===== src/npcm_pkg.sv =====
// Package for the nearest palette color mapper.
// Holds the command codes, field widths and the item record passed along the cell row.
// No dependencies.
package npcm_pkg;

  localparam int ColorWidth = 8;
  localparam int IndexWidth = 8;
  localparam int CountWidth = 9;
  localparam int DistWidth  = 18;

  localparam logic CMD_LOAD = 1'b0;
  localparam logic CMD_MAP  = 1'b1;

  typedef struct packed {
    logic                  load;
    logic [IndexWidth-1:0] entry_index;
    logic [ColorWidth-1:0] red;
    logic [ColorWidth-1:0] green;
    logic [ColorWidth-1:0] blue;
    logic                  active;
    logic [IndexWidth-1:0] best_index;
    logic [DistWidth-1:0]  best_dist;
  } item_t;

endpackage


===== src/npcm_cell.sv =====
// One compare cell of the palette row: holds one palette entry and two pipeline stages.
// The first stage forms the squared RGB distance, the second keeps the nearest entry so far.
// Depends on npcm_pkg.
module npcm_cell #(
  parameter int CELL_INDEX = 0
) (
  input  logic                                  clk,
  input  logic                                  rst,
  input  logic                                  en,
  input  logic [npcm_pkg::CountWidth-1:0]       palette_count,
  input  logic                                  in_valid,
  input  npcm_pkg::item_t                       in_item,
  output logic                                  out_valid,
  output npcm_pkg::item_t                       out_item
);

  logic [npcm_pkg::ColorWidth-1:0] entry_red;
  logic [npcm_pkg::ColorWidth-1:0] entry_green;
  logic [npcm_pkg::ColorWidth-1:0] entry_blue;

  logic                            a_valid;
  npcm_pkg::item_t                 a_item;
  logic [npcm_pkg::DistWidth-1:0]  a_dist;

  logic [npcm_pkg::ColorWidth-1:0]   diff_red;
  logic [npcm_pkg::ColorWidth-1:0]   diff_green;
  logic [npcm_pkg::ColorWidth-1:0]   diff_blue;
  logic [2*npcm_pkg::ColorWidth-1:0] sq_red;
  logic [2*npcm_pkg::ColorWidth-1:0] sq_green;
  logic [2*npcm_pkg::ColorWidth-1:0] sq_blue;
  logic [npcm_pkg::DistWidth-1:0]    entry_dist;
  logic                              in_range;
  logic                              take;
  npcm_pkg::item_t                   b_item;

  always_ff @(posedge clk) begin
    if (en && in_valid && (in_item.load == npcm_pkg::CMD_LOAD) &&
        (in_item.entry_index == npcm_pkg::IndexWidth'(CELL_INDEX))) begin
      entry_red   <= in_item.red;
      entry_green <= in_item.green;
      entry_blue  <= in_item.blue;
    end
  end

  always_comb begin
    diff_red   = (entry_red > in_item.red) ? entry_red - in_item.red : in_item.red - entry_red;
    diff_green = (entry_green > in_item.green) ? entry_green - in_item.green
                                               : in_item.green - entry_green;
    diff_blue  = (entry_blue > in_item.blue) ? entry_blue - in_item.blue
                                             : in_item.blue - entry_blue;
    sq_red     = diff_red * diff_red;
    sq_green   = diff_green * diff_green;
    sq_blue    = diff_blue * diff_blue;
    entry_dist = npcm_pkg::DistWidth'(sq_red) + npcm_pkg::DistWidth'(sq_green)
               + npcm_pkg::DistWidth'(sq_blue);
  end

  always_ff @(posedge clk) begin
    if (rst) begin
      a_valid <= 1'b0;
    end else if (en) begin
      a_valid <= in_valid;
    end
  end

  always_ff @(posedge clk) begin
    if (en) begin
      a_item <= in_item;
      a_dist <= entry_dist;
    end
  end

  always_comb begin
    in_range = npcm_pkg::CountWidth'(CELL_INDEX) < palette_count;
    take     = (a_item.load == npcm_pkg::CMD_MAP) && a_item.active && in_range &&
               (a_dist < a_item.best_dist);
    b_item   = a_item;
    if (take) begin
      b_item.best_index = npcm_pkg::IndexWidth'(CELL_INDEX);
      b_item.best_dist  = a_dist;
    end
  end

  always_ff @(posedge clk) begin
    if (rst) begin
      out_valid <= 1'b0;
    end else if (en) begin
      out_valid <= a_valid;
    end
  end

  always_ff @(posedge clk) begin
    if (en) begin
      out_item <= b_item;
    end
  end

endmodule


===== config.mk =====
export PLATFORM = sky130hd
export DESIGN_NAME = npcm_cell
export DESIGN_NICKNAME = d
export VERILOG_FILES = /design/src/npcm_pkg.sv /design/src/npcm_cell.sv
export SDC_FILE = /design/constraint.sdc
export NUM_CORES = 1
export LEC_CHECK = 0
export BUFFER_PORTS_ARGS = -buffer_cell sky130_fd_sc_hd__clkbuf_2
export CAP_MARGIN = 25
export CORE_ASPECT_RATIO = 0.8
export CORE_UTILIZATION = 45
export DETAILED_ROUTE_END_ITERATION = 8
export SYNTH_ARGS = -nofsm -noshare
export SYNTH_HDL_FRONTEND = slang
export SYNTH_SLANG_ARGS = --single-unit

===== constraint.sdc =====
create_clock -name clk -period 11.7 [get_ports clk]
set_clock_uncertainty 0.05 [all_clocks]
set_input_delay 1.755 -clock clk [delete_from_list [all_inputs] [get_ports clk]]
set_output_delay 1.755 -clock clk [all_outputs]
set_load 0.02 [all_outputs]

==> results.json, run 1 <==
{
  "clk_latency_ns": 0.45,
  "row_count": 55,
  "fin_crit_sh_pct": 85.5,
  "grt.overflow.total": 0,
  "cap_violations": 0,
  "grt_max_degree": 59,
  "drv_slew": 0,
  "grt_pass1_vias": 8298,
  "path_buf_inv": 8,
  "path_delay_family": "adder cells",
  "ys_warn_count": 0,
  "cts_hold_buf": 0,
  "cp_num_cells": 31,
  "htree_levels": 4,
  "clk_pin_slew_ns": 0.07,
  "ys_seq_area_share_pct": 37.4,
  "min-delay-start": "a_item[34]",
  "cts_resized": 0,
  "rsz0062_at_grt": "no",
  "syn_to_final_growth_pct": 13.5,
  "cp-end-kind": "flip-flop",
  "slowest_delay_ns": 0.65,
  "reg2reg_from": "entry_red[0]",
  "track_usage_pct": 18.7,
  "ys.flop_type": "edfxtp_1",
  "crit_top_cell": "fa_1",
  "nNetsFinal": 1637,
  "r2r-end": "a_dist[17]",
  "slew_headroom_pct": 42.2,
  "max_freq_mhz": 99.9,
  "drc_errors": 20,
  "syn_avg_cell_area_um2": 11.5,
  "initial_core_util_pct": 46.1,
  "antenna_found_initial": 0,
  "status": "finished with violations",
  "place_inst": 1635,
  "die_h_um": 155,
  "cts_buffer_depth": 2,
  "io_buffers": 133,
  "n_antenna_cell": 0,
  "clock-sinks": 164,
  "wl_per_cell_um": 15.7,
  "dp_hpwl_um": 20900,
  "drtIter0Drc": 431,
  "syn-cell-area_um2": 13100,
  "dieArea_um2": 29800,
  "place_congestion": 0.867,
  "violations": "design-rule violations",
  "start_kind": "primary input",
  "numCtsBuffers": 17,
  "synth.ff_latch_count": 164,
  "core_um2": 28400,
  "finalHoldViolations": 0,
  "min_to": "out_item[34]",
  "syn_nets": 1490,
  "finalWorstSetupSlack_ns": 1.69,
  "yosys-top-cells-area": "edfxtp_1 (37%), fa_1 (21%), ha_1 (13%), inv_1 (8.1%), nor2_1 (2.1%)",
  "final_cells": 1667,
  "routed_via_density": 4.90,
  "critPathSlowestCell": "xor2_1",
  "synth_top_area_share_pct": 37.1,
  "postCtsSetupBuffers": 0,
  "finalWirelength_um": 26200,
  "reg2reg_depth": 31,
  "cp.required_ns": 11.84,
  "ant_nets": 0,
  "tritoncts": "built",
  "min_path_cells": 0,
  "die_width_um": 193,
  "first_pass_iters": 7,
  "ioPinCount": 134,
  "setup_viol": 0,
  "synth_top_area_cell": "edfxtp_1",
  "fin_setup_tns_ns": 0,
  "drive_gt1_share_pct": 15.7,
  "layout_min_cycle_time_ns": 10.01,
  "synth_edf_count": 162,
  "crit_arrival_ns": 10.14,
  "async_reset_ff_share_pct": 0,
  "root_buffer": "clkbuf_16",
  "rrSetupSlack_ns": 2.66,
  "hold-worst-slack_ns": 0.365,
  "vias": 8172,
  "hp-class": "flip-flop to flip-flop",
  "postSynthCellCount": 1137,
  "tightest_slew_ns": 0.860,
  "crit_type": "primary input to flip-flop",
  "synth_cell_types": 65,
  "grt_pass1_wl_um": 42500,
  "worstPathMaxFanout": 12,
  "pre_cts_ws_ns": 1.29
}
how the worst max path moves through the flow:
stage,endpoint,slack [ns],from
4_1_cts,a_dist[17],1.75,in_item[43]
6_report,a_dist[17],1.69,in_item[43]
5_1_grt,a_dist[17],1.32,in_item[43]
3_3_place_gp,a_dist[17],1.44,in_item[43]
3_5_place_dp,a_dist[17],1.29,in_item[43]
2_1_floorplan,a_dist[17],2.12,in_item[43]
synth_stat cells, drive strengths merged, types with 2 or more instances:
cell type,instances
inv,287
edfxtp,162
ha,141
fa,139
nor2,76
a21oi,41
nand2,34
nand2b,21
o21ai,21
xnor2,20
mux2,19
a21o,18
mux2i,18
and2,15
buf,13
xor2,13
nand4,8
nor2b,8
or2,7
nand3,6
o21bai,6
a211oi,5
a31oi,5
and3,5
o21a,5
nor3,4
or3,4
a221oi,3
clkbuf,3
nor4,3
o211ai,3
a21boi,2
a221o,2
dfxtp,2
nand3b,2
o221ai,2
o31ai,2
placed cells by master, fill, tap and decap left out, types with 4 or more instances in the layout:
| cell | instances |
|---|---|
| fa_1 | 139 |
| o21ai_1 | 4 |
| o21bai_1 | 6 |
| clkbuf_16 | 17 |
| mux2i_1 | 18 |
| inv_2 | 4 |
| nand2b_1 | 21 |
| mux2_2 | 7 |
| or3_1 | 4 |
| a31oi_1 | 4 |
| mux2_1 | 12 |
| and2_1 | 14 |
| edfxtp_1 | 162 |
| inv_1 | 283 |
| ha_1 | 141 |
| o21ai_0 | 17 |
| nor2_1 | 75 |
| a21oi_1 | 39 |
| o21a_1 | 5 |
| nand3_1 | 6 |
| nand2_1 | 33 |
| a21o_1 | 17 |
| xor2_1 | 12 |
| a211oi_1 | 5 |
| buf_4 | 11 |
| nand4_1 | 8 |
| or2_1 | 6 |
| and3_1 | 4 |
| inv_6 | 4 |
| clkbuf_2 | 132 |
| xnor2_1 | 17 |
| clkinv_8 | 6 |
| nor2b_1 | 8 |
per-stage QoR:
stage	instance area (µm²)	utilization (%)
2_1_floorplan	13100	-
3_3_place_gp	14300	50.1
3_5_place_dp	14300	50.1
4_1_cts	14900	52.4
5_1_grt	14900	52.4
6_report	14900	52.4
logic make-up (layout without fill, tap and decap cells):
group | count (synthesis) | count (layout) | synth area share, %
fa+ha+maj | 280 | 280 | 34.7
xor+xnor | 33 | 33 | 2.43
buf+inv | 303 | 463 | 8.87
simple gates | 195 | 195 | 7.37
mux | 37 | 37 | 3.01
compound gates | 125 | 125 | 6.21
flops | 164 | 164 | 37.4
sequential cells by signal, indices dropped and copies added (netlist names):
signal,flops
a_item,60
out_item,60
a_dist,18
entry_blue,8
entry_green,8
entry_red,8
a_valid,1
out_valid,1
layer usage:
layer | track usage, % | routed length, µm
met2 | 27.7 | 11600
met3 | 3.99 | 1380
met1 | 27.8 | 12900
met5 | 0 | 0
met4 | 4.31 | 240
worst reg2reg max path, delay by kind of cell, from the launching register on:
| kind | cells | cell delay (ns) |
|---|---|---|
| xor gates and xnor gates | 2 | 0.75 |
| buffers and inverters | 8 | 0.65 |
| and+or+nand+nor | 3 | 0.73 |
| adders and majority gates | 10 | 4.30 |
| AOI/OAI and AO/OA | 7 | 1.67 |
| DFF | 1 | 0.41 |
| muxes | 1 | 0.23 |
final cells by class:
| cell class | instances | area (µm²) |
|---|---|---|
| fillers | 2549 | 13500 |
| inverters | 287 | 1080 |
| flip-flops and latches | 164 | 4900 |
| multi-input cells | 670 | 7050 |
| clock buffers | 17 | 425 |
| well taps | 370 | 463 |
| clock inverters | 15 | 205 |
| repair buffers | 144 | 754 |
Power of run 1 is left out: the tool's default activity adds up to more than one toggle a clock period on the data nets, which glitch-free logic cannot reach.
==> run 2: changes to the inputs <==
GPL_ROUTABILITY_DRIVEN = 0   (was not set)
clock period = 9.9 ns   (was 11.7 ns; I/O delays follow)
==> run 2 against run 1 <==
  * The run still ends with design-rule violations left
  * First-iteration DRC count is 8.6% higher
  * Clock-buffer cell count stayed put
  * Wire length is 0.40% lower
  * Critical path depth is 1 higher
  * Critical endpoint unchanged
  * Die area stayed put
  * Final area is 1.1% higher
==> results.json, run 2 (synthesis gave the netlist of run 1 again) <==
{
  "min-delay-start": "a_item[38]",
  "cp.required_ns": 10.04,
  "worstPathMaxFanout": 11,
  "cap_violations": 0,
  "r2r-end": "a_dist[17]",
  "violations": "design-rule violations",
  "htree_levels": 4,
  "row_count": 55,
  "reg2reg_from": "entry_red[0]",
  "place_inst": 1658,
  "reg_top3": "a_item: 60 flops, out_item: 60 flops, a_dist: 18 flops",
  "start_kind": "primary input",
  "nNetsFinal": 1660,
  "numCtsBuffers": 17,
  "fin_setup_tns_ns": 0,
  "critPathSlowestCell": "fa_1",
  "track_usage_pct": 18.6,
  "die_width_um": 193,
  "finalHoldViolations": 0,
  "cts_resized": 0,
  "finalWorstSetupSlack_ns": 0.528,
  "tightest_slew_ns": 0.902,
  "min_to": "out_item[38]",
  "reg2reg_depth": 32,
  "grt_pass1_wl_um": 42500,
  "slew_headroom_pct": 39.8,
  "vias": 8276,
  "fin_crit_sh_pct": 94.7,
  "core_um2": 28400,
  "routed_via_density": 4.90,
  "cts_hold_buf": 0,
  "max_freq_mhz": 107,
  "tritoncts": "built",
  "antenna_found_initial": 1,
  "drc_errors": 20,
  "syn_to_final_growth_pct": 14.8,
  "setup_viol": 0,
  "postCtsSetupBuffers": 0,
  "final_cells": 1690,
  "fin_util_pct": 52.9,
  "grt.overflow.total": 0,
  "rsz0062_at_grt": "no",
  "final_common_cell": "inv_1",
  "hp-class": "flip-flop to flip-flop",
  "dieArea_um2": 29800,
  "dp_hpwl_um": 20800,
  "cp-end-kind": "flip-flop",
  "n_antenna_cell": 0,
  "status": "finished with violations",
  "initial_core_util_pct": 46.1,
  "crit_top_cell": "fa_1",
  "grt_pass1_vias": 8340,
  "io_buffers": 133,
  "min_path_cells": 0,
  "ant_nets": 0,
  "wl_per_cell_um": 15.4,
  "finalWirelength_um": 26100,
  "first_pass_iters": 9,
  "clock-sinks": 164,
  "layout_min_cycle_time_ns": 9.37,
  "slowest_delay_ns": 0.54,
  "die_h_um": 155,
  "drv_slew": 0,
  "rrSetupSlack_ns": 1.20,
  "crit_type": "primary input to flip-flop",
  "final_cell_mix": "inv_1 (283), edfxtp_1 (162), ha_1 (141)",
  "drive_gt1_share_pct": 17.2,
  "crit_arrival_ns": 9.51,
  "clk_pin_slew_ns": 0.07,
  "pre_cts_ws_ns": 0.135,
  "clk_latency_ns": 0.44,
  "grt_max_degree": 77,
  "ioPinCount": 134,
  "root_buffer": "clkbuf_16",
  "drtIter0Drc": 468,
  "cts_buffer_depth": 2
}
-- run 2: changes by cell type in the layout (fill, tap and decap cells not counted) --
cell,delta
bufinv_16,-1
inv_6,-1
inv_12,+1
buf_4,+23
clkinv_8,+1
-- run 2: stage by stage --
stage	cell area, µm²	hold WS [ns]
finish	15000	0.370
global route	15000	0.374
CTS	15000	0.371
detailed placement	14400	0.355
global placement	14400	0.351
floorplan	13100	0.350
-- run 2: layout make-up --
| class | instances | area [µm²] |
|---|---|---|
| fill | 2469 | 13400 |
| multi-input combinational | 670 | 7050 |
| sequential | 164 | 4900 |
| inverter | 287 | 1080 |
| timing repair buffer | 167 | 927 |
| tap | 370 | 463 |
| clock buffer | 17 | 425 |
| clock inverter | 15 | 199 |
-- run 2: how the worst max path moves through the flow --
stage	start	endpoint	slack [ns]	depth (start not counted)
after floorplan	in_item[43]	a_dist[17]	0.59	30
after global placement	in_item[43]	a_dist[17]	0.22	32
after detailed placement	in_item[43]	a_dist[17]	0.13	32
after CTS	in_item[43]	a_dist[17]	0.58	32
after global routing	in_item[49]	a_dist[17]	0.25	31
final	in_item[43]	a_dist[17]	0.53	32
-- run 2: critical path: cells and delay by family --
| family | cells | cell delay, ns |
|---|---|---|
| adders and majority gates | 10 | 4.32 |
| buffers and inverters | 9 | 0.83 |
| and+or+nand+nor | 3 | 0.62 |
| xor gates and xnor gates | 2 | 0.34 |
| muxes | 1 | 0.24 |
| AOI/OAI and AO/OA | 7 | 1.65 |
-- run 2: per-layer routing --
layer  up-vias  part of all wire (%)  GRT usage (%)
met3        14                   5.2           3.95
li1       4017                     -              -
met4         0                  0.76           4.05
met2       192                    45           27.7
met5         -                     0              0
met1      4053                    49           27.7
Power of run 2 is left out for the same reason.
